`config.mk`:
```
export PLATFORM = sky130hd
export DESIGN_NAME = indent_dedent_line_scanner_flat
export DESIGN_NICKNAME = d
export VERILOG_FILES = /design/src/rtl/idls_pkg.sv /design/src/rtl/idls_if.sv /design/src/rtl/idls_ram.sv /design/src/rtl/idls_ctrl.sv /design/src/rtl/idls_dp.sv /design/src/rtl/indent_dedent_line_scanner.sv /design/src/flat_wrapper.sv
export SDC_FILE = /design/constraint.sdc
export NUM_CORES = 1
export LEC_CHECK = 0
export BUFFER_PORTS_ARGS = -buffer_cell sky130_fd_sc_hd__buf_2
export CELL_PAD_IN_SITES_DETAIL_PLACEMENT = 1
export CELL_PAD_IN_SITES_GLOBAL_PLACEMENT = 2
export CORE_MARGIN = 5
export CORE_UTILIZATION = 50
export CTS_BUF_LIST = sky130_fd_sc_hd__clkbuf_4 sky130_fd_sc_hd__clkbuf_8
export CTS_CLUSTER_SIZE = 8
export DETAILED_ROUTE_END_ITERATION = 6
export PLACE_DENSITY = 0.82
export SLEW_MARGIN = 20
export SYNTH_ARGS = -nofsm -noshare
export SYNTH_HDL_FRONTEND = slang
export SYNTH_SLANG_ARGS = --single-unit
```
`constraint.sdc`:
```
create_clock -name clk_i -period 4.12 [get_ports clk_i]
set_input_delay 0.618 -clock clk_i [delete_from_list [all_inputs] [get_ports clk_i]]
set_output_delay 0.618 -clock clk_i [all_outputs]
set_load 0.005 [all_outputs]
```
`src/rtl/idls_pkg.sv`:
```
// Package for the indentation line scanner: byte codes, command and status types.
// No dependencies; compiled first.
`default_nettype none
package idls_pkg;

  localparam logic [7:0] CH_SPACE = 8'd32;
  localparam logic [7:0] CH_TAB   = 8'd9;
  localparam logic [7:0] CH_NL    = 8'd10;
  localparam logic [7:0] CH_NUL   = 8'd0;

  localparam int unsigned DEDENT_W = 5;
  localparam int unsigned WIDTH_W  = 8;
  localparam int unsigned LINENO_W = 16;

  // controller -> datapath
  typedef struct packed {
    logic take_beat;  // input beat accepted this cycle
    logic cmp;        // compare line width with top of stack, push or pop
    logic load_top;   // reload top register from stack RAM after a pop
    logic emit;       // load the output register
  } idls_cmd_t;

  // datapath -> controller
  typedef struct packed {
    logic close_nonblank;  // beat on input closes a non-blank line
    logic shallower;       // line width below the current top
    logic out_free;        // output register can take a result
  } idls_sts_t;

endpackage
`default_nettype wire

```
`src/rtl/idls_if.sv`:
```
// Valid/ready channel interfaces for the scanner's byte input and line results.
// Depends on nothing.
`default_nettype none
interface idls_in_if;
  logic       valid;
  logic       ready;
  logic [7:0] ch;
  logic       end_of_stream;

  modport source (output valid, output ch, output end_of_stream, input ready);
  modport sink   (input valid, input ch, input end_of_stream, output ready);
endinterface

interface idls_out_if;
  logic        valid;
  logic        ready;
  logic        indent_flag;
  logic [4:0]  dedent_count;
  logic [7:0]  indent_width;
  logic [15:0] line_number;
  logic        stack_overflow;

  modport source (output valid, output indent_flag, output dedent_count,
                  output indent_width, output line_number, output stack_overflow,
                  input ready);
  modport sink   (input valid, input indent_flag, input dedent_count,
                  input indent_width, input line_number, input stack_overflow,
                  output ready);
endinterface
`default_nettype wire

```
`src/rtl/idls_ram.sv`:
```
// Generic single-write, single-read RAM with registered read data.
// No dependencies.
`default_nettype none
module idls_ram #(
  parameter int unsigned WIDTH = 8,
  parameter int unsigned DEPTH = 32
) (
  input  wire logic                     clk_i,
  input  wire logic                     we_i,
  input  wire logic [$clog2(DEPTH)-1:0] waddr_i,
  input  wire logic [WIDTH-1:0]         wdata_i,
  input  wire logic [$clog2(DEPTH)-1:0] raddr_i,
  output logic      [WIDTH-1:0]         rdata_o
);

  logic [WIDTH-1:0] mem [DEPTH];

  always_ff @(posedge clk_i) begin
    if (we_i) begin
      mem[waddr_i] <= wdata_i;
    end
    rdata_o <= mem[raddr_i];
  end

endmodule
`default_nettype wire

```
`src/rtl/idls_ctrl.sv`:
```
// Sequencer for the scanner: takes beats, then steps compare / pop / emit per line.
// Depends on idls_pkg.
`default_nettype none
module idls_ctrl (
  input  wire logic                clk_i,
  input  wire logic                rst_ni,
  input  wire logic                in_valid_i,
  output logic                     in_ready_o,
  input  wire idls_pkg::idls_sts_t sts_i,
  output idls_pkg::idls_cmd_t      cmd_o
);
  import idls_pkg::*;

  localparam logic [1:0] ST_IDLE = 2'd0;
  localparam logic [1:0] ST_CMP  = 2'd1;
  localparam logic [1:0] ST_POP  = 2'd2;
  localparam logic [1:0] ST_OUT  = 2'd3;

  logic [1:0] state_q, state_d;

  always_comb begin
    state_d    = state_q;
    in_ready_o = 1'b0;
    cmd_o      = '0;
    case (state_q)
      ST_IDLE: begin
        in_ready_o      = 1'b1;
        cmd_o.take_beat = in_valid_i;
        if (in_valid_i && sts_i.close_nonblank) begin
          state_d = ST_CMP;
        end
      end
      ST_CMP: begin
        cmd_o.cmp = 1'b1;
        state_d   = sts_i.shallower ? ST_POP : ST_OUT;
      end
      ST_POP: begin
        cmd_o.load_top = 1'b1;
        state_d        = ST_CMP;
      end
      ST_OUT: begin
        // hold until the previous result has gone
        if (sts_i.out_free) begin
          cmd_o.emit = 1'b1;
          state_d    = ST_IDLE;
        end
      end
      default: begin
        state_d = ST_IDLE;
      end
    endcase
  end

  always_ff @(posedge clk_i or negedge rst_ni) begin
    if (!rst_ni) begin
      state_q <= ST_IDLE;
    end else begin
      state_q <= state_d;
    end
  end

endmodule
`default_nettype wire

```
`src/rtl/idls_dp.sv`:
```
// Datapath: line tracking, level stack (RAM plus top register), output register.
// Depends on idls_pkg and idls_ram.
`default_nettype none
module idls_dp #(
  parameter int unsigned STACK_DEPTH = 32,
  parameter int unsigned INDENT_BITS = 8,
  parameter int unsigned LINE_BITS   = 16
) (
  input  wire logic                clk_i,
  input  wire logic                rst_ni,
  input  wire idls_pkg::idls_cmd_t cmd_i,
  output idls_pkg::idls_sts_t      sts_o,
  input  wire logic [7:0]          ch_i,
  input  wire logic                end_of_stream_i,
  input  wire logic                out_ready_i,
  output logic                     out_valid_o,
  output logic                     indent_flag_o,
  output logic [4:0]               dedent_count_o,
  output logic [7:0]               indent_width_o,
  output logic [15:0]              line_number_o,
  output logic                     stack_overflow_o
);
  import idls_pkg::*;

  localparam int unsigned CNT_W  = $clog2(STACK_DEPTH + 1);
  localparam int unsigned ADDR_W = $clog2(STACK_DEPTH);

  // line state
  logic [INDENT_BITS-1:0] lead_q, lead_d;
  logic                   in_leading_q, in_leading_d;
  logic                   nonblank_q, nonblank_d;
  logic                   nul_seen_q, nul_seen_d;
  logic                   line_open_q, line_open_d;
  logic [LINE_BITS-1:0]   line_cnt_q, line_cnt_d;

  // per-line working registers
  logic [INDENT_BITS-1:0] w_q, w_d;
  logic                   ind_q, ind_d;
  logic                   ovf_q, ovf_d;
  logic [DEDENT_W-1:0]    pops_q, pops_d;

  // stack
  logic [CNT_W-1:0]       count_q, count_d;
  logic [INDENT_BITS-1:0] top_q, top_d;
  logic                   ram_we;
  logic [ADDR_W-1:0]      ram_raddr;
  logic [INDENT_BITS-1:0] ram_rdata;
  logic [CNT_W-1:0]       below_top;

  // output register
  logic                   out_valid_q, out_valid_d;
  logic                   o_ind_q, o_ovf_q;
  logic [DEDENT_W-1:0]    o_pops_q;
  logic [INDENT_BITS-1:0] o_w_q;
  logic [LINE_BITS-1:0]   o_line_q;

  logic                   closing;
  logic                   deeper;
  logic                   shallower;
  logic                   full;

  logic [INDENT_BITS+WIDTH_W-1:0] w_ext;
  logic [LINE_BITS+LINENO_W-1:0]  line_ext;

  assign closing   = end_of_stream_i ? line_open_q : (ch_i == CH_NL);
  // no push once levels have been popped for this line
  assign deeper    = (w_q > top_q) && (pops_q == '0);
  assign shallower = (w_q < top_q);
  assign full      = (count_q == CNT_W'(STACK_DEPTH));

  assign below_top = CNT_W'(count_q - CNT_W'(2));
  assign ram_raddr = below_top[ADDR_W-1:0];
  assign ram_we    = cmd_i.cmp && deeper && !full;

  assign sts_o.close_nonblank = closing && nonblank_q;
  assign sts_o.shallower      = shallower;
  assign sts_o.out_free       = !out_valid_q || out_ready_i;

  idls_ram #(
    .WIDTH (INDENT_BITS),
    .DEPTH (STACK_DEPTH)
  ) u_stack_ram (
    .clk_i   (clk_i),
    .we_i    (ram_we),
    .waddr_i (count_q[ADDR_W-1:0]),
    .wdata_i (w_q),
    .raddr_i (ram_raddr),
    .rdata_o (ram_rdata)
  );

  always_comb begin
    lead_d       = lead_q;
    in_leading_d = in_leading_q;
    nonblank_d   = nonblank_q;
    nul_seen_d   = nul_seen_q;
    line_open_d  = line_open_q;
    line_cnt_d   = line_cnt_q;
    w_d          = w_q;
    ind_d        = ind_q;
    ovf_d        = ovf_q;
    pops_d       = pops_q;
    count_d      = count_q;
    top_d        = top_q;

    if (cmd_i.take_beat) begin
      if (closing) begin
        if (line_cnt_q != '1) begin
          line_cnt_d = line_cnt_q + LINE_BITS'(1);
        end
        w_d          = lead_q;
        ind_d        = 1'b0;
        ovf_d        = 1'b0;
        pops_d       = '0;
        lead_d       = '0;
        in_leading_d = 1'b1;
        nonblank_d   = 1'b0;
        nul_seen_d   = 1'b0;
        line_open_d  = 1'b0;
      end else if (!end_of_stream_i) begin
        line_open_d = 1'b1;
        if (!nul_seen_q) begin
          if (ch_i == CH_NUL) begin
            nul_seen_d = 1'b1;
          end else if (ch_i != CH_SPACE && ch_i != CH_TAB) begin
            nonblank_d = 1'b1;
          end
        end
        if (in_leading_q) begin
          if (ch_i == CH_SPACE) begin
            if (lead_q != '1) begin
              lead_d = lead_q + INDENT_BITS'(1);
            end
          end else begin
            in_leading_d = 1'b0;
          end
        end
      end
    end

    if (cmd_i.cmp) begin
      if (deeper) begin
        ind_d = 1'b1;
        if (full) begin
          ovf_d = 1'b1;
        end else begin
          count_d = count_q + CNT_W'(1);
          top_d   = w_q;
        end
      end else if (shallower) begin
        count_d = count_q - CNT_W'(1);
        if (pops_q != '1) begin
          pops_d = pops_q + DEDENT_W'(1);
        end
      end
    end

    if (cmd_i.load_top) begin
      // entry zero is never written and always reads as level 0
      top_d = (count_q == CNT_W'(1)) ? '0 : ram_rdata;
    end
  end

  always_comb begin
    out_valid_d = out_valid_q;
    if (out_valid_q && out_ready_i) begin
      out_valid_d = 1'b0;
    end
    if (cmd_i.emit) begin
      out_valid_d = 1'b1;
    end
  end

  always_ff @(posedge clk_i or negedge rst_ni) begin
    if (!rst_ni) begin
      lead_q       <= '0;
      in_leading_q <= 1'b1;
      nonblank_q   <= 1'b0;
      nul_seen_q   <= 1'b0;
      line_open_q  <= 1'b0;
      line_cnt_q   <= '0;
      count_q      <= CNT_W'(1);
      top_q        <= '0;
      out_valid_q  <= 1'b0;
    end else begin
      lead_q       <= lead_d;
      in_leading_q <= in_leading_d;
      nonblank_q   <= nonblank_d;
      nul_seen_q   <= nul_seen_d;
      line_open_q  <= line_open_d;
      line_cnt_q   <= line_cnt_d;
      count_q      <= count_d;
      top_q        <= top_d;
      out_valid_q  <= out_valid_d;
    end
  end

  always_ff @(posedge clk_i) begin
    w_q    <= w_d;
    ind_q  <= ind_d;
    ovf_q  <= ovf_d;
    pops_q <= pops_d;
    if (cmd_i.emit) begin
      o_ind_q  <= ind_q;
      o_ovf_q  <= ovf_q;
      o_pops_q <= pops_q;
      o_w_q    <= w_q;
      o_line_q <= line_cnt_q;
    end
  end

  // fit parameterised widths to the fixed result fields
  assign w_ext    = {{WIDTH_W{1'b0}}, o_w_q};
  assign line_ext = {{LINENO_W{1'b0}}, o_line_q};

  assign out_valid_o      = out_valid_q;
  assign indent_flag_o    = o_ind_q;
  assign stack_overflow_o = o_ovf_q;
  assign dedent_count_o   = o_pops_q;
  assign indent_width_o   = w_ext[WIDTH_W-1:0];
  assign line_number_o    = line_ext[LINENO_W-1:0];

endmodule
`default_nettype wire

```
`src/rtl/indent_dedent_line_scanner.sv`:
```
// Indentation scanner: one source byte per beat, one result per non-blank line.
// Non-closing beats are taken every cycle while the sequencer is idle. A beat
// that closes a non-blank line holds the input while its width is compared with
// the top of stack, each popped level is reloaded with one RAM read, and the
// output register drains; the result is then loaded into the output register.
// Reset (async, active low) leaves the level stack at {0} and the line count
// at zero; no clearing pass is needed, entry zero of the stack is implicit.
// Depends on idls_pkg, idls_if, idls_ram, idls_ctrl and idls_dp.
`default_nettype none
module indent_dedent_line_scanner #(
  parameter int unsigned STACK_DEPTH = 32,
  parameter int unsigned INDENT_BITS = 8,
  parameter int unsigned LINE_BITS   = 16
) (
  input  wire logic   clk_i,
  input  wire logic   rst_ni,
  idls_in_if.sink     in_i,
  idls_out_if.source  out_o
);
  import idls_pkg::*;

  idls_cmd_t cmd;
  idls_sts_t sts;
  logic      in_ready;

  assign in_i.ready = in_ready;

  idls_ctrl u_ctrl (
    .clk_i      (clk_i),
    .rst_ni     (rst_ni),
    .in_valid_i (in_i.valid),
    .in_ready_o (in_ready),
    .sts_i      (sts),
    .cmd_o      (cmd)
  );

  idls_dp #(
    .STACK_DEPTH (STACK_DEPTH),
    .INDENT_BITS (INDENT_BITS),
    .LINE_BITS   (LINE_BITS)
  ) u_dp (
    .clk_i            (clk_i),
    .rst_ni           (rst_ni),
    .cmd_i            (cmd),
    .sts_o            (sts),
    .ch_i             (in_i.ch),
    .end_of_stream_i  (in_i.end_of_stream),
    .out_ready_i      (out_o.ready),
    .out_valid_o      (out_o.valid),
    .indent_flag_o    (out_o.indent_flag),
    .dedent_count_o   (out_o.dedent_count),
    .indent_width_o   (out_o.indent_width),
    .line_number_o    (out_o.line_number),
    .stack_overflow_o (out_o.stack_overflow)
  );

endmodule
`default_nettype wire
```
`src/flat_wrapper.sv`:
```
// flat-port wrapper written by rule: the top's interface ports become plain ports
module indent_dedent_line_scanner_flat import idls_pkg::*;
#(
  parameter int unsigned STACK_DEPTH = 32,
  parameter int unsigned INDENT_BITS = 8,
  parameter int unsigned LINE_BITS   = 16
)
  (clk_i, rst_ni, in_i_valid, in_i_ch, in_i_end_of_stream, in_i_ready, out_o_valid, out_o_indent_flag, out_o_dedent_count, out_o_indent_width, out_o_line_number, out_o_stack_overflow, out_o_ready);
  idls_in_if in_i_i ();
  idls_out_if out_o_i ();
  input  wire logic clk_i;
  input  wire logic rst_ni;
  input wire logic [$bits(in_i_i.valid)-1:0] in_i_valid;
  input wire logic [$bits(in_i_i.ch)-1:0] in_i_ch;
  input wire logic [$bits(in_i_i.end_of_stream)-1:0] in_i_end_of_stream;
  output wire logic [$bits(in_i_i.ready)-1:0] in_i_ready;
  output wire logic [$bits(out_o_i.valid)-1:0] out_o_valid;
  output wire logic [$bits(out_o_i.indent_flag)-1:0] out_o_indent_flag;
  output wire logic [$bits(out_o_i.dedent_count)-1:0] out_o_dedent_count;
  output wire logic [$bits(out_o_i.indent_width)-1:0] out_o_indent_width;
  output wire logic [$bits(out_o_i.line_number)-1:0] out_o_line_number;
  output wire logic [$bits(out_o_i.stack_overflow)-1:0] out_o_stack_overflow;
  input wire logic [$bits(out_o_i.ready)-1:0] out_o_ready;
  assign in_i_i.valid = in_i_valid;
  assign in_i_i.ch = in_i_ch;
  assign in_i_i.end_of_stream = in_i_end_of_stream;
  assign in_i_ready = in_i_i.ready;
  assign out_o_valid = out_o_i.valid;
  assign out_o_indent_flag = out_o_i.indent_flag;
  assign out_o_dedent_count = out_o_i.dedent_count;
  assign out_o_indent_width = out_o_i.indent_width;
  assign out_o_line_number = out_o_i.line_number;
  assign out_o_stack_overflow = out_o_i.stack_overflow;
  assign out_o_i.ready = out_o_ready;
  indent_dedent_line_scanner #(.STACK_DEPTH(STACK_DEPTH), .INDENT_BITS(INDENT_BITS), .LINE_BITS(LINE_BITS)) u_core (.clk_i(clk_i), .rst_ni(rst_ni), .in_i(in_i_i), .out_o(out_o_i));
endmodule
```
==> qor.yml <==
outcome: "complete, no violations"
area_growth_pct: 13.52
final_hold_viol_count: 0
grt_pass1_wl_um: 50090
path_max_fanout: 35
io_buffers: 45
grtUsageTotal_pct: 21.12
holdWs_ns: 0.1362
cts_buffers: 57
worst_clock_skew_ns: 0.03213
synth_nets: 797
synth_edf_count: 295
gp_congestion: 0.8276
slew_headroom_pct: 35.53
first_pass_iters: 4
final_cells: 1291
diodes: 0
p_sw_w: 0.003374
fin_crit_sh_pct: 83.87
seqPwrFrac_pct: 41.2
cts.sinks: 355
worst_slew_pin_slew_ns: 0.9671
ys_types: 59
fmax_ghz: 0.2894
peakVddDrop_mv: 0.3880
p_sw_share_pct: 30.84
layout-drive-gt1-share_pct: 27.89
synth-compound-area-share_pct: 2.475
drtIter0Drc: 511
place_inst: 1187
netlist_area_mm2: 0.01431
dpl.hpwl_um: 21300
synthAdderAreaFrac_pct: 2.274
io_pins: 46
ctsHoldBuffers: 0
fp.dieH_um: 179.2
tritoncts: "yes"
total_leakage_power_nw: 5.728
die_x_um: 179.2
power_density_mw_per_mm2: 673.4
synthFlopType: "edfxtp_1"
required_ns: 4.34
start_kind: "flip-flop"
combPwrFrac_pct: 31.0
grt_max_degree: 70
setup_violations: 0
first_global_vias: 8031
synthTopCellsByArea: "edfxtp_1 (62%), mux4_2 (9.8%), dfrtp_1 (7.5%)"
num_rows: 62
finalWorstSetupSlack_ns: 0.6644
antenna_found_initial: 0
grtUsageMet3_pct: 3.585
clk_latency_ns: 0.60
synthXorXnorAreaFrac_pct: 1.836
tns_ns: 0
grt_util_met2_pct: 35.24
core_mm2: 0.02847
clockBufferDepth: 3
initial_utilization_pct: 50.25
p_int_w: 0.007564
post-place-ws_ns: 0.6900
busiest_layer: "met2"
synth_seq_cells: 355
drc: 0
h-tree-depth: 2
finalPower_w: 0.01094
synthArstFlopShare_pct: 12.68
yosysWarnings: 0
rsz0062_at_grt: "no"
overflow: 0
yosysTopAreaCell: "edfxtp_1"
clockPowerShare_pct: 27.8
synth_area_per_cell_um2: 18.88
grtUsageMet1_pct: 28.75
synth_top_area_share_pct: 61.92
syn_inst: 758
crit_type: "reg2reg"
via_per_inst: 5.701
nets: 901
post_drt_wl_per_cell_um: 25.23
clk_pin_slew_ns: 0.06
muxShareOfSynthArea_pct: 14.80
cts-resized-gates: 0
postRouteAntennaNets: 0
drv_cap: 0
hp-class: "in2async"
synth_common_cells: "edfxtp_1 (295), mux4_2 (62), nor2_1 (46)"
cp.arrival_ns: 3.68
wl_um: 32570
synth_top_family_by_area: "multiplexers"
root_buffer: "clkbuf_8"
yosysMostFrequentCell: "edfxtp_1"
synthSimpleGateAreaFrac_pct: 5.011
via_count: 7360
yosysSeqAreaShare_pct: 71.90
cts_setup_buffers: 0
layout_min_cycle_time_ns: 3.456
reg2reg_slack_ns: 0.66
maxSlewViolCount: 0
endpoint_kind: "flip-flop"
dieArea_mm2: 0.03210
stage by stage:
step / area, µm² / util, %
after global routing: 16240 / 57.05
after detailed placement: 15070 / 52.93
final: 16240 / 57.05
after global placement: 15070 / 52.93
after CTS: 16240 / 57.05
after floorplan: 14310 / -
final cells by class:
cell class / count / area [µm²]
clock buffers: 90 / 1076
clock inverters: 14 / 97.59
fillers: 2571 / 12230
inverters: 23 / 86.33
multi-input cells: 354 / 3776
flip-flops and latches: 355 / 10290
well taps: 384 / 480.5
repair buffers: 71 / 432.9
cell usage in the layout (no fill, tap or decap), types with 3 or more instances in the layout:
cell type and instances:
a21oi_1 6, a22oi_1 7, and2_1 3, and3_1 8, buf_2 45, buf_4 25
clkbuf_4 26, clkbuf_8 64, clkinv_1 6, clkinv_2 5, dfrtp_1 42, dfxtp_1 15
edfxtp_1 295, ha_1 26, inv_1 22, mux2_2 13, mux2i_1 9, mux4_1 18
mux4_2 62, nand2_1 38, nand3_1 14, nand4_1 6, nor2_1 46, nor2b_1 4
nor3_1 8, o211ai_1 6, o21a_1 4, o21ai_0 12, or3_1 3, xnor2_1 18
xor2_1 12
critical path, cell delays in order (launching register included):
cell	delay (ns)
edfxtp_1	0.37
buf_4	0.26
ha_1	0.36
nand2_1	0.05
o21ai_1	0.58
o211a_1	0.31
nand2_1	0.33
nor2_1	0.77
registers in the layout, summed over array words and instances (netlist names):
name and cells:
u_core.u_dp.line_open_q 1, u_core.u_dp.line_number_o 16, u_core.u_dp.u_stack_ram.mem 256, u_core.u_dp.lead_q 8, u_core.u_dp.top_q 8, u_core.u_dp.pops_q 5, u_core.u_dp.stack_overflow_o 1, u_core.u_dp.dedent_count_o 5
u_core.u_dp.indent_flag_o 1, u_core.u_dp.line_cnt_q 16, u_core.u_dp.nonblank_q 1, u_core.u_dp.nul_seen_q 1, u_core.u_dp.u_stack_ram.rdata_o 8, u_core.u_dp.ind_q 1, u_core.u_dp.indent_width_o 8, u_core.u_ctrl.state_q 2
u_core.u_dp.ovf_q 1, u_core.u_dp.in_leading_q 1, u_core.u_dp.out_valid_o 1, u_core.u_dp.count_q 6, u_core.u_dp.w_q 8
cells by family (layout without fill, tap and decap cells):
group	count (synthesis)	after routing
simple gates	146	146
xor+xnor	30	30
fa+ha+maj	26	26
compound gates	49	49
flops	355	355
buf+inv	49	198
mux	103	103
power groups by stage:
stage	combinational [W]	sequential [W]	clock [W]
floorplan	0.00236	0.00453	0
global placement	0.00332	0.00455	0
detailed placement	0.00342	0.00457	0
CTS	0.00344	0.00450	0.00311
global route	0.00364	0.00454	0.00331
finish	0.00339	0.00450	0.00305
per-layer routing:
layer,part of all wire (%),vias to the layer above
met5,0,-
met4,2.8,0
met3,4.6,53
met2,51,203
met1,42,3873
li1,-,3231
final timing paths:
path                                     from                                  to  cells past startpoint
setup / recovery           u_core.u_dp.w_q[6]  u_core.u_dp.u_stack_ram.mem[15][1]                      7
hold / removal                         rst_ni           u_core.u_dp.line_cnt_q[2]                      2
setup reg to reg           u_core.u_dp.w_q[6]  u_core.u_dp.u_stack_ram.mem[15][1]                      7
hold reg to reg             u_core.u_dp.ind_q           u_core.u_dp.indent_flag_o                      0
max in group asynchronous              rst_ni              u_core.u_dp.count_q[1]                      2
min in group clk_i                out_o_ready             u_core.u_dp.out_valid_o                      3
Power figures use the tool's default switching activity.
